**config.mk**
```make
export PLATFORM = sky130hd
export DESIGN_NAME = line_edit_buffer_core
export DESIGN_NICKNAME = d
export VERILOG_FILES = /design/src/sv/leb_pkg.sv /design/src/sv/line_edit_buffer_core.sv /design/src/sv/leb_shift_unit.sv
export SDC_FILE = /design/constraint.sdc
export NUM_CORES = 2
export LEC_CHECK = 0
export BUFFER_PORTS_ARGS = -buffer_cell sky130_fd_sc_hd__buf_2
export CORE_MARGIN = 5
export CORE_UTILIZATION = 50
export DETAILED_ROUTE_END_ITERATION = 10
export GPL_ROUTABILITY_DRIVEN = 0
export PLACE_DENSITY_LB_ADDON = 0.12
export SKIP_CTS_REPAIR_TIMING = 1
export SYNTH_ARGS = -nofsm -noshare
export SYNTH_HDL_FRONTEND = slang
export SYNTH_SLANG_ARGS = --single-unit
```
**constraint.sdc**
```tcl
create_clock -name i_clk -period 4.8 [get_ports i_clk]
set_clock_uncertainty 0.15 [all_clocks]
set_input_delay 0 -clock i_clk [delete_from_list [all_inputs] [get_ports i_clk]]
set_output_delay 0 -clock i_clk [all_outputs]
set_load 0.03 [all_outputs]
```
**src/sv/leb_pkg.sv**
```systemverilog
// Shared types and constants of the line edit buffer.
// Used by leb_shift_unit and line_edit_buffer_core; depends on nothing.
package leb_pkg;

    // Field widths
    localparam int DATA_W        = 8;
    localparam int POS_W         = 8;
    localparam int CMD_W         = 4;
    localparam int RIDX_W        = 7;

    // Defaults
    localparam int          DEFAULT_DEPTH = 128;
    localparam logic [7:0]  CAP_RESET     = 8'd128;

    // Edit commands
    typedef enum logic [CMD_W-1:0] {
        CMD_CLEAR      = 4'd0,
        CMD_INSERT     = 4'd1,
        CMD_BACKSPACE  = 4'd2,
        CMD_DELETE     = 4'd3,
        CMD_LEFT       = 4'd4,
        CMD_RIGHT      = 4'd5,
        CMD_HOME       = 4'd6,
        CMD_END        = 4'd7,
        CMD_KILL_START = 4'd8,
        CMD_KILL_END   = 4'd9,
        CMD_READ       = 4'd10
    } t_cmd;

    // Sequencer states of the core
    typedef enum logic [1:0] {
        S_IDLE,
        S_SHIFT,
        S_FINISH
    } t_state;

    // Request to move a run of bytes inside the line store
    typedef struct packed {
        logic             start;
        logic             up;
        logic [POS_W-1:0] src;
        logic [POS_W-1:0] dst;
        logic [POS_W-1:0] count;
    } t_move_req;

    // Direct single-byte access to the line store
    typedef struct packed {
        logic              wr_en;
        logic [POS_W-1:0]  wr_pos;
        logic [DATA_W-1:0] wr_data;
        logic              rd_en;
        logic [POS_W-1:0]  rd_pos;
    } t_port_req;

endpackage

```
**src/sv/line_edit_buffer_core.sv**
```systemverilog
// Top level of the line edit buffer: command decode, sequencer and result register.
// Depends on leb_pkg and leb_shift_unit.
//
// One text line of up to LINE_DEPTH-1 bytes is kept with its length and cursor; each
// input transfer applies one edit command and yields one result transfer with ok,
// length, cursor and the byte read. Commands that move text (insert, backspace,
// delete, kill to start) shift the tail through the line store one byte per cycle;
// the number of bytes shifted is length - cursor, one fewer for delete. A command with
// nothing to shift, and every other command, goes from idle straight to the finish
// state, and a finished result waits there while the result channel stalls. Input stall
// stays high for the whole command; a finished result waits in the output register
// while the next command is taken. Capacity must be written only while the block is
// idle; the block itself does not enforce this.
module line_edit_buffer_core #(
    parameter int LINE_DEPTH = leb_pkg::DEFAULT_DEPTH
) (
    input  logic                       i_clk,
    input  logic                       i_rst_n,
    // configuration
    input  logic                       i_cfg_we,
    input  logic [7:0]                 i_cfg_wdata,
    // command channel
    input  logic                       i_in_valid,
    output logic                       o_in_stall,
    input  logic [leb_pkg::CMD_W-1:0]  i_command,
    input  logic [leb_pkg::DATA_W-1:0] i_char_in,
    input  logic [leb_pkg::RIDX_W-1:0] i_read_index,
    // result channel
    output logic                       o_out_valid,
    input  logic                       i_out_stall,
    output logic                       o_ok,
    output logic [leb_pkg::POS_W-1:0]  o_line_length,
    output logic [leb_pkg::POS_W-1:0]  o_cursor_pos,
    output logic [leb_pkg::DATA_W-1:0] o_char_out
);
    import leb_pkg::*;

    localparam logic [7:0] CAP_MAX = 8'((LINE_DEPTH < 255) ? LINE_DEPTH : 255);

    t_state            r_state, n_state;
    logic [7:0]        r_cap;
    logic [POS_W-1:0]  r_length, r_cursor;

    logic              r_ok, r_settle, r_ins, r_is_read;
    logic [POS_W-1:0]  r_new_len, r_new_cur, r_ins_pos;
    logic [DATA_W-1:0] r_char;

    logic              r_out_valid, r_out_ok;
    logic [POS_W-1:0]  r_out_len, r_out_cur;
    logic [DATA_W-1:0] r_out_char;

    logic [7:0]        cap_eff;
    logic              in_xfer, fin_done;
    logic              dec_ok, dec_settle;
    logic [POS_W-1:0]  dec_len, dec_cur;
    logic [POS_W-1:0]  fin_len, fin_cur;
    t_move_req         move;
    t_port_req         port;
    logic              busy;
    logic [DATA_W-1:0] rdata;

    assign cap_eff = (r_cap > CAP_MAX) ? CAP_MAX : r_cap;
    assign in_xfer = (r_state == S_IDLE) && i_in_valid;

    // Decode the command against the current line
    always_comb begin
        dec_ok     = 1'b0;
        dec_len    = r_length;
        dec_cur    = r_cursor;
        move.start = 1'b0;
        move.up    = 1'b1;
        move.src   = r_cursor;
        move.dst   = r_cursor;
        move.count = '0;
        case (t_cmd'(i_command))
            CMD_CLEAR: begin
                if (cap_eff != '0) begin
                    dec_ok  = 1'b1;
                    dec_len = '0;
                    dec_cur = '0;
                end
            end
            CMD_INSERT: begin
                if (cap_eff != '0 && r_length < cap_eff - 8'd1) begin
                    dec_ok     = 1'b1;
                    dec_len    = r_length + POS_W'(1);
                    dec_cur    = r_cursor + POS_W'(1);
                    move.up    = 1'b0;
                    move.src   = r_length - POS_W'(1);
                    move.dst   = r_length;
                    move.count = r_length - r_cursor;
                end
            end
            CMD_BACKSPACE: begin
                if (cap_eff != '0 && r_cursor != '0 && r_length != '0) begin
                    dec_ok     = 1'b1;
                    dec_len    = r_length - POS_W'(1);
                    dec_cur    = r_cursor - POS_W'(1);
                    move.src   = r_cursor;
                    move.dst   = r_cursor - POS_W'(1);
                    move.count = r_length - r_cursor;
                end
            end
            CMD_DELETE: begin
                if (cap_eff != '0 && r_cursor < r_length) begin
                    dec_ok     = 1'b1;
                    dec_len    = r_length - POS_W'(1);
                    move.src   = r_cursor + POS_W'(1);
                    move.dst   = r_cursor;
                    move.count = r_length - r_cursor - POS_W'(1);
                end
            end
            CMD_LEFT: begin
                if (r_cursor != '0) begin
                    dec_ok  = 1'b1;
                    dec_cur = r_cursor - POS_W'(1);
                end
            end
            CMD_RIGHT: begin
                if (r_cursor < r_length) begin
                    dec_ok  = 1'b1;
                    dec_cur = r_cursor + POS_W'(1);
                end
            end
            CMD_HOME: begin
                dec_ok  = 1'b1;
                dec_cur = '0;
            end
            CMD_END: begin
                dec_ok  = 1'b1;
                dec_cur = r_length;
            end
            CMD_KILL_START: begin
                if (r_cursor != '0) begin
                    dec_ok     = 1'b1;
                    dec_len    = r_length - r_cursor;
                    dec_cur    = '0;
                    move.src   = r_cursor;
                    move.dst   = '0;
                    move.count = r_length - r_cursor;
                end
            end
            CMD_KILL_END: begin
                if (r_cursor < r_length) begin
                    dec_ok  = 1'b1;
                    dec_len = r_cursor;
                end
            end
            CMD_READ: begin
                dec_ok = (POS_W'(i_read_index) < r_length);
            end
            default: begin
                dec_ok = 1'b0;
            end
        endcase
        dec_settle = dec_ok && (i_command inside {CMD_INSERT, CMD_BACKSPACE, CMD_DELETE,
                                                  CMD_KILL_START, CMD_KILL_END});
        move.start = in_xfer && dec_ok && (move.count != '0);
    end

    // Trim length and cursor to the capacity after an edit
    always_comb begin
        fin_len = r_new_len;
        fin_cur = r_new_cur;
        if (r_settle && cap_eff != '0) begin
            if (r_new_len >= cap_eff) begin
                fin_len = cap_eff - 8'd1;
            end
            if (r_new_cur > fin_len) begin
                fin_cur = fin_len;
            end
        end
    end

    // Next state and store access
    always_comb begin
        n_state      = r_state;
        fin_done     = 1'b0;
        port.wr_en   = 1'b0;
        port.wr_pos  = r_ins_pos;
        port.wr_data = r_char;
        port.rd_en   = 1'b0;
        port.rd_pos  = POS_W'(i_read_index);
        case (r_state)
            S_IDLE: begin
                if (in_xfer) begin
                    port.rd_en = (t_cmd'(i_command) == CMD_READ) && dec_ok;
                    n_state    = move.start ? S_SHIFT : S_FINISH;
                end
            end
            S_SHIFT: begin
                if (!busy) begin
                    n_state = S_FINISH;
                end
            end
            S_FINISH: begin
                if (!r_out_valid || !i_out_stall) begin
                    fin_done   = 1'b1;
                    port.wr_en = r_ins;
                    n_state    = S_IDLE;
                end
            end
            default: begin
                n_state = S_IDLE;
            end
        endcase
    end

    // State register
    always_ff @(posedge i_clk) begin
        if (!i_rst_n) begin
            r_state <= S_IDLE;
        end else begin
            r_state <= n_state;
        end
    end

    // Capacity, line length and cursor
    always_ff @(posedge i_clk) begin
        if (!i_rst_n) begin
            r_cap    <= CAP_RESET;
            r_length <= '0;
            r_cursor <= '0;
        end else begin
            if (i_cfg_we) begin
                r_cap <= i_cfg_wdata;
            end
            if (fin_done) begin
                r_length <= fin_len;
                r_cursor <= fin_cur;
            end
        end
    end

    // Hold the decoded command while it runs
    always_ff @(posedge i_clk) begin
        if (in_xfer) begin
            r_ok      <= dec_ok;
            r_settle  <= dec_settle;
            r_ins     <= dec_ok && (t_cmd'(i_command) == CMD_INSERT);
            r_is_read <= (t_cmd'(i_command) == CMD_READ);
            r_new_len <= dec_len;
            r_new_cur <= dec_cur;
            r_ins_pos <= r_cursor;
            r_char    <= i_char_in;
        end
    end

    // Result register: load when free or taken, drop on transfer
    always_ff @(posedge i_clk) begin
        if (!i_rst_n) begin
            r_out_valid <= 1'b0;
        end else if (fin_done) begin
            r_out_valid <= 1'b1;
        end else if (!i_out_stall) begin
            r_out_valid <= 1'b0;
        end
    end

    always_ff @(posedge i_clk) begin
        if (fin_done) begin
            r_out_ok   <= r_ok;
            r_out_len  <= fin_len;
            r_out_cur  <= fin_cur;
            r_out_char <= (r_is_read && r_ok) ? rdata : '0;
        end
    end

    leb_shift_unit #(
        .LINE_DEPTH (LINE_DEPTH)
    ) u_shift (
        .i_clk   (i_clk),
        .i_rst_n (i_rst_n),
        .i_move  (move),
        .i_port  (port),
        .o_busy  (busy),
        .o_rdata (rdata)
    );

    assign o_in_stall    = (r_state != S_IDLE);
    assign o_out_valid   = r_out_valid;
    assign o_ok          = r_out_ok;
    assign o_line_length = r_out_len;
    assign o_cursor_pos  = r_out_cur;
    assign o_char_out    = r_out_char;

    // Cursor never passes the end of the line
    a_cursor_in_line: assert property (@(posedge i_clk) disable iff (!i_rst_n)
        r_cursor <= r_length)
        else $error("cursor beyond line length");

    // Line always fits in the store
    a_length_fits: assert property (@(posedge i_clk) disable iff (!i_rst_n)
        r_length < LINE_DEPTH)
        else $error("line length exceeds store depth");

    // A taken command leaves idle at once
    a_busy_after_xfer: assert property (@(posedge i_clk) disable iff (!i_rst_n)
        in_xfer |=> r_state != S_IDLE)
        else $error("command accepted without leaving idle");

endmodule

```
**src/sv/leb_shift_unit.sv**
```systemverilog
// Line store memory with a one-byte-per-cycle move engine.
// Depends on leb_pkg for the request structs and widths.
module leb_shift_unit #(
    parameter int LINE_DEPTH = leb_pkg::DEFAULT_DEPTH
) (
    input  logic                       i_clk,
    input  logic                       i_rst_n,
    input  leb_pkg::t_move_req         i_move,
    input  leb_pkg::t_port_req         i_port,
    output logic                       o_busy,
    output logic [leb_pkg::DATA_W-1:0] o_rdata
);
    import leb_pkg::*;

    localparam int AW = (LINE_DEPTH > 1) ? $clog2(LINE_DEPTH) : 1;

    logic [DATA_W-1:0] mem [LINE_DEPTH];
    logic [DATA_W-1:0] r_rdata;

    logic [POS_W-1:0]  r_src, n_src;
    logic [POS_W-1:0]  r_dst, n_dst;
    logic [POS_W-1:0]  r_cnt, n_cnt;
    logic              r_up;
    logic              r_pend;
    logic [POS_W-1:0]  r_pend_dst;

    logic              mem_we, mem_re;
    logic [AW-1:0]     wr_addr, rd_addr;
    logic [DATA_W-1:0] wr_data;

    // Step source and destination together, one byte per cycle
    always_comb begin
        n_src = r_up ? r_src + POS_W'(1) : r_src - POS_W'(1);
        n_dst = r_up ? r_dst + POS_W'(1) : r_dst - POS_W'(1);
        n_cnt = r_cnt - POS_W'(1);
    end

    // Move sequencer: read at source, write the byte back in the following cycle
    always_ff @(posedge i_clk) begin
        if (!i_rst_n) begin
            r_cnt  <= '0;
            r_pend <= 1'b0;
        end else begin
            r_pend <= (r_cnt != '0);
            if (i_move.start) begin
                r_cnt <= i_move.count;
            end else if (r_cnt != '0) begin
                r_cnt <= n_cnt;
            end
        end
    end

    always_ff @(posedge i_clk) begin
        if (i_move.start) begin
            r_src <= i_move.src;
            r_dst <= i_move.dst;
            r_up  <= i_move.up;
        end else if (r_cnt != '0) begin
            r_src <= n_src;
            r_dst <= n_dst;
        end
        r_pend_dst <= r_dst;
    end

    // Select memory port: move engine or direct access
    always_comb begin
        mem_re  = (r_cnt != '0) || i_port.rd_en;
        rd_addr = (r_cnt != '0) ? AW'(r_src) : AW'(i_port.rd_pos);
        mem_we  = r_pend || i_port.wr_en;
        wr_addr = r_pend ? AW'(r_pend_dst) : AW'(i_port.wr_pos);
        wr_data = r_pend ? r_rdata : i_port.wr_data;
    end

    // Line store with registered read
    always_ff @(posedge i_clk) begin
        if (mem_we) begin
            mem[wr_addr] <= wr_data;
        end
        if (mem_re) begin
            r_rdata <= mem[rd_addr];
        end
    end

    assign o_busy  = (r_cnt != '0) || r_pend;
    assign o_rdata = r_rdata;

    // A pending write always follows a read issued in the cycle before
    a_pend_after_read: assert property (@(posedge i_clk) disable iff (!i_rst_n)
        r_pend |-> $past(r_cnt) != '0)
        else $error("write-back without a preceding read");

    // No new move while one is in flight
    a_start_idle: assert property (@(posedge i_clk) disable iff (!i_rst_n)
        i_move.start |-> !o_busy)
        else $error("move started while busy");

    // Count drops by one per cycle while moving
    a_cnt_step: assert property (@(posedge i_clk) disable iff (!i_rst_n)
        (r_cnt != '0 && !i_move.start) |=> r_cnt == POS_W'($past(r_cnt) - POS_W'(1)))
        else $error("move count skipped");

    // Read and write in one cycle never hit the same byte
    a_no_collide: assert property (@(posedge i_clk) disable iff (!i_rst_n)
        (mem_we && mem_re) |-> wr_addr != rd_addr)
        else $error("read and write at the same address");

endmodule
```
# Yosys cells after proc, flatten, opt, wreduce, memory -nomap -nowiden
# Memories as Yosys holds them, arrays and structs flattened. A register that Yosys moved wholly into a read port is not among the register bits.
# Cells that the tools add are included.
[totals] regBits=120 latch_bits=0 ram_bits=1024 romBits=0 output_inout_bits=27 elab_cells=148 mem_count=1
[classes] addsub=12 n_mul=0 div=0 order_cmp=6 n_eq_ne=16 shifts=0 muxes=58 bitwise=0 n_reduce_logical=32
[memory_table] name="u_shift.mem" words=128 width=8 rd=1 rd_ports_with_merged_regs=1 write_ports=1 line="leb_shift_unit.sv:17" source="logic [DATA_W-1:0] mem [LINE_DEPTH];"
[op_table] op="two-way mux 8 bit" n=27
[op_table] op="case mux 24 bit (4 select lines)" n=1
[op_table] op="case mux 8 bit (8 select lines)" n=1
[op_table] op="subtractor 8 x 1 -> 8 bit (second input constant)" n=7
[op_table] op="case mux 8 bit (6 select lines)" n=1
[op_table] op="nonzero test 8 bit" n=5
[op_table] op="adder 8 x 1 -> 8 bit (second input constant)" n=4
[op_table] op="two-way mux 16 bit" n=2
[op_table] op="two-way mux 25 bit" n=1
[op_table] op="two-way mux 24 bit" n=1
[op_table] op="== test 4 x 3 -> 1 bit (second input constant)" n=4
[op_table] op="less-than comparator 8 bit" n=2
[op_table] op="two-way mux 1 bit" n=16
[op_table] op="two-way mux 7 bit" n=2
[op_table] op="== test 4 bit (second input constant)" n=3
[op_table] op="logical AND 1 bit" n=12
[op_table] op="== test 4 x 2 -> 1 bit (second input constant)" n=2
[op_table] op="greater-or-equal comparator 8 bit" n=1
[op_table] op="> comparator 8 bit" n=1
[op_table] op="> comparator 8 bit (second input constant)" n=1
[op_table] op="less-than comparator 7 x 8 -> 1 bit" n=1
[op_table] op="two-way mux 2 bit" n=4
[op_table] op="case mux 1 bit (8 select lines)" n=1
[op_table] op="subtractor 8 bit" n=1
[op_table] op="14 further kinds" n=23

# Logic depth before layout (Yosys ltp)
[logic_depth] word_depth=12 depth_mapped=21 ltp_nobuf=20

# Cells and area by module
# From an unflattened synthesis, not the netlist that was laid out.
[unflattened] hier_cells=3651 area_unflattened_um2=49696.4
[by_module_without_submodules] mod="leb_shift_unit" n_inst=1 cells_each=2861 area_per_inst_um2=42893.6
[by_module_without_submodules] mod="line_edit_buffer_core" n_inst=1 cells_each=790 area_per_inst_um2=6802.8

# Least setup slack after synthesis
# No wires, ideal clock.
[synth_path] kind="reg-to-reg" from="register r_cap[7]" to="register r_cursor[7]" t_arrival_ns=4.181 t_required_ns=4.533 slack_ns=0.352 stages_incl_launch_ff=21 path_buffers=1 period_less_slack_ns=4.448 path_cell_list="dfxtp_1 -> nand2b_1 -> inv_1 -> ha_1 -> nand2b_1 -> a21o_1 -> a21oi_1 -> o21ai_0 -> o41a_1 -> clkbuf_1 -> mux2i_1 -> ha_1 -> nor2b_1 -> o21ai_0 -> nand2b_1 -> a21oi_1 -> nor2_1 -> a211oi_1 -> nor3_1 -> mux2_2 -> a31o_2"
[synth_via] elab_chain_len=8 elab_cells_between_ends=11
[synth_lines] element="start, declared" line="line_edit_buffer_core.sv:41" source="logic [7:0] r_cap;"
[synth_lines] element="start signal, assigned" line="line_edit_buffer_core.sv:226" source="r_cap <= i_cfg_wdata;"
[synth_lines] element="> comparator 8 bit" line="line_edit_buffer_core.sv:62" source="assign cap_eff = (r_cap > CAP_MAX) ? CAP_MAX : r_cap;"
[synth_lines] element="two-way mux 8 bit (*)" line="line_edit_buffer_core.sv:62"
[synth_lines] element="subtractor 8 x 1 -> 8 bit / greater-or-equal comparator 8 bit (equally long branches)" line="line_edit_buffer_core.sv:167, line_edit_buffer_core.sv:166"
[synth_lines] element="two-way mux 8 bit" line="line_edit_buffer_core.sv:166" source="if (r_new_len >= cap_eff) begin"
[synth_lines] element="two-way mux 8 bit" line="line_edit_buffer_core.sv:165" source="if (r_settle && cap_eff != '0) begin"
[synth_lines] element="> comparator 8 bit" line="line_edit_buffer_core.sv:169" source="if (r_new_cur > fin_len) begin"
[synth_lines] element="two-way mux 8 bit" line="line_edit_buffer_core.sv:169"
[synth_lines] element="two-way mux 8 bit (*)" line="line_edit_buffer_core.sv:165"
[synth_lines] element="named net fin_cur[7]" line="line_edit_buffer_core.sv:56" source="logic [POS_W-1:0] fin_len, fin_cur;"
[synth_lines] element="end signal, assigned" line="line_edit_buffer_core.sv:230" source="r_cursor <= fin_cur;"
[synth_lines] element="end, declared" line="line_edit_buffer_core.sv:42" source="logic [POS_W-1:0] r_length, r_cursor;"
# Mark *: on every way through the listed nets, which the timed path passes. The rest lies on a longest branch. The select of a mux whose other input is x is not followed.
# A chain may end at the register's enable or synchronous reset.

# Worst setup path in the final report
[layout_path] from="register u_shift.r_cnt[0]" to="register u_shift.r_rdata[1] (netlist: u_shift.o_rdata[1]) (read register of u_shift.mem) (data pin)"
[layout_via] elab_chain_len=2 elab_cells_between_ends=3
[layout_lines] element="start, declared" line="leb_shift_unit.sv:22" source="logic [POS_W-1:0] r_cnt, n_cnt;"
[layout_lines] element="start signal, assigned" line="leb_shift_unit.sv:46" source="r_cnt <= i_move.count;"
[layout_lines] element="start signal, assigned" line="leb_shift_unit.sv:48" source="r_cnt <= n_cnt;"
[layout_lines] element="nonzero test 8 bit (*)" line="leb_shift_unit.sv:67, leb_shift_unit.sv:68"
[layout_lines] element="two-way mux 7 bit / logical OR 1 bit (equally long branches)" line="leb_shift_unit.sv:68, leb_shift_unit.sv:67"
[layout_lines] element="end, declared" line="leb_shift_unit.sv:18" source="logic [DATA_W-1:0] r_rdata;"
# Every way passes the cells marked *; elsewhere a longest branch is shown, timed or not.

==> impl_metrics.py <==
metrics = {
    "routing": {
        "wl_um": 149000,
        "ant_nets": 0,
        "first_pass_iters": 7,
        "drt-wirelength-per-cell_um": 29.1,
        "drt_iter0_markers": 4637,
        "route.detailed.drc": 0,
        "via_per_inst": 6.38,
        "vias": 32719,
    },
    "yosys": {
        "yosysWarnings": 0,
        "synth_seq_cells": 1150,
        "synth_cell_type_count": 94,
        "synth.net_count": 3602,
        "netlist_area_mm2": 0.0492,
        "synthCells": 3511,
        "ys_seq_area_share_pct": 69.3,
        "ys_async_sr_fraction_pct": 0,
        "syn_area_per_cell_um2": 14.0,
        "synth_edf_count": 1107,
        "synthFlopType": "edfxtp_1",
    },
    "setup_path": {
        "worstPathRequired_ns": 5.18,
        "worstPathArrival_ns": 4.99,
        "startpoint_type": "flop",
        "reg2reg_to": "u_shift.o_rdata[1]",
        "ff2ff_path_depth": 14,
        "path_max_fanout": 22,
        "r2r_start": "u_shift.r_cnt[0]",
        "worstSetupPathType": "reg2reg",
        "end_kind": "flop",
        "reg2reg_slack_ns": 0.19,
    },
    "die": {
        "chipWidth_um": 324,
        "die_h_um": 324,
        "io_pins": 59,
        "initial_core_util_pct": 50.2,
        "die_area_mm2": 0.105,
        "fp-row-count": 115,
        "core-area_mm2": 0.0980,
    },
    "grt": {
        "antenna_found_initial": 6,
        "grt_pass1_wl_um": 216000,
        "globalRouteTotalUtil_pct": 28.0,
        "grt_pass1_vias": 31432,
        "grt_overflow_total": 0,
        "grt_max_degree": 99,
    },
    "clock_tree": {
        "cts_root_buffer": "clkbuf_16",
        "clk-insertion-delay-late_ns": 0.71,
        "cts_num_sinks": 1150,
        "htreeDepth": 3,
        "cts.clk_slew.worst_paths_ns": 0.07,
        "clockBufferDepth": 3,
        "cts-buffers-inserted": 117,
        "cts_tree": "built",
    },
    "pwr": {
        "power.density_mw_per_mm2": 704,
        "ir_worst_vdd_uv": 485,
        "seqPwrFrac_pct": 32.8,
        "p_comb_share_pct": 44.3,
        "power_switching_share_pct": 40.4,
        "p_switching_uw": 16000,
        "p_leak_uw": 0.0191,
        "clock_power_share_pct": 22.9,
        "p_int_uw": 23500,
    },
    "sta": {
        "hold_violations": 1,
        "finalCritPeriodShare_pct": 95.9,
        "slew_viol_final": 0,
        "grt_setup_unrepaired": "false",
        "holdWs_ns": -0.0112,
        "max_freq_mhz": 217,
        "min_period_ns": 4.61,
        "fin_setup_tns_ns": 0,
        "finalSetupViolCount": 0,
        "tightest_slew_ns": 1.16,
        "maxSlewHeadroom_pct": 20.4,
    },
    "place": {
        "port_buffers": 58,
        "hpwlAfterDp_um": 101000,
    },
    "run": {
        "cap_violations": 0,
    },
    "finish": {
        "nets": 3831,
        "fillers": 7636,
        "syn_to_final_growth_pct": 14.0,
        "drive_gt1_share_pct": 14.7,
    },
    "status": {
        "violations": "hold timing",
        "status": "finished with violations",
    },
    "worst_hold_path": {
        "hold_class": "in2reg",
        "holdPathStages": 4,
        "min_to": "r_new_cur[7]",
        "hp-start": "i_command[2]",
    },
}
==> flip-flops by register name, indices dropped and copies added, names as in the netlist, 2 cells and up <==
register / count
o_char_out: 8
o_cursor_pos: 8
o_line_length: 8
r_cap: 8
r_char: 8
r_cursor: 8
r_ins_pos: 7
r_length: 8
r_new_cur: 8
r_new_len: 8
r_state: 2
u_shift.mem: 1024
u_shift.o_rdata: 8
u_shift.r_cnt: 8
u_shift.r_dst: 7
u_shift.r_pend_dst: 7
u_shift.r_src: 7
==> placed cells by master (no fill, tap or decap), types with 26 or more instances in the layout <==
cell type,instances
inv_1,64
a32oi_1,88
nor3_1,39
a21oi_1,114
ha_1,56
mux2i_1,129
o21ai_0,109
dlygate4sd3_1,56
mux4_2,75
nor2_1,220
o22ai_1,26
nand2_1,590
xnor2_1,43
a211oi_1,47
a311oi_1,28
and3_1,61
buf_4,176
clkinv_1,30
dfxtp_1,43
edfxtp_1,1107
nand3_1,124
a31oi_1,45
clkbuf_16,119
buf_2,58
==> stage by stage <==
stage	utilization (%)	cell area [um2]	worst slack [ns]	instances	total power, uW
2_1_floorplan	-	49200	0.352	3511	23400
3_3_place_gp	52.8	51700	-0.0545	4849	30100
3_5_place_dp	52.8	51700	-0.0647	4849	30300
4_1_cts	56.6	55500	-0.0861	5069	39300
5_1_grt	57.2	56100	0.0115	5128	40900
6_report	57.2	56100	0.195	5129	39500
==> synthesized netlist by cell type, drive strengths merged, types with 14 or more instances <==
cell	number	share of area (%)
a21oi	114	1.2
dfxtp	43	1.8
a31oi	46	0.60
clkbuf	86	0.66
a32oi	88	1.6
mux2i	132	2.7
nand2b	14	0.18
a221oi	16	0.28
nand4	23	0.29
inv	66	0.51
ha	56	1.4
buf	108	1.5
a311oi	28	0.50
xnor2	43	0.77
nor4	21	0.28
mux4	75	3.4
o21ai	115	1.2
nor2	229	1.8
nand3	125	1.3
edfxtp	1107	68
nor3	40	0.41
and3	61	0.78
o22ai	26	0.33
nand2	592	4.5
mux2	23	0.53
a211oi	47	0.72
==> critical path: stages, from the launching register on <==
cell and delay (ns):
dfxtp_1 0.31, inv_1 0.11, ha_1 0.24, or4b_4 0.56, nor2_4 0.18, buf_4 0.24, mux2_4 0.49, nor2_1 0.10
buf_4 0.25, a32oi_1 0.24, o21ai_1 0.22, a2111oi_0 0.72, buf_4 0.22, nand3_1 0.13, a211oi_1 0.24
==> power by group through the flow <==
| stage | registers [uW] | clock network [uW] | logic (uW) |
|---|---|---|---|
| after floorplan | 13100 | 0 | 10300 |
| after global placement | 13100 | 0 | 16900 |
| after detailed placement | 13100 | 0 | 17200 |
| after CTS | 12900 | 9150 | 17200 |
| after global routing | 13000 | 9570 | 18300 |
| final | 12900 | 9040 | 17500 |
==> per-layer routing <==
metal | track usage, % | up-vias | share of wire, %
met3 | 5.49 | 371 | 10
met2 | 44.0 | 1916 | 46
met5 | 0 | - | 0.040
met4 | 11.3 | 10 | 4.4
met1 | 39.1 | 16415 | 39
li1 | - | 14007 | -
==> how the worst max path moves through the flow <==
stage / startpoint / endpoint / slack, ns / depth (start not counted)
floorplan: r_cap[7] / r_cursor[7] / 0.35 / 20
global placement: r_cap[7] / r_cursor[7] / -0.05 / 20
detailed placement: r_cap[7] / r_cursor[7] / -0.06 / 19
CTS: r_cap[7] / r_cursor[7] / -0.09 / 19
global route: u_shift.r_cnt[0] / u_shift.o_rdata[2] / 0.01 / 14
finish: u_shift.r_cnt[0] / u_shift.o_rdata[1] / 0.19 / 14
==> area by class of cell <==
cell class	instances	area, um2	area share [%]
sequential	1150	34100	60.8
timing repair buffer	303	2420	4.32
clock buffer	145	3110	5.54
tap	1287	1610	2.87
multi-input combinational	2100	13900	24.8
inverter	68	258	0.460
clock inverter	75	678	1.21
antenna	1	2.50	0.00446
==> kinds of logic (layout without fill, tap and decap cells) <==
kind of cell	count (synthesis)	after routing	share of synthesized area, %
other cells	0	1	0
buf+inv	262	591	2.63
simple gates	1145	1145	10.2
mux	230	230	6.69
flops	1150	1150	69.3
compound gates	612	613	8.70
xor+xnor	53	53	0.944
fa+ha+maj	59	59	1.55
Note: power is estimated with default switching activity, not from simulation.
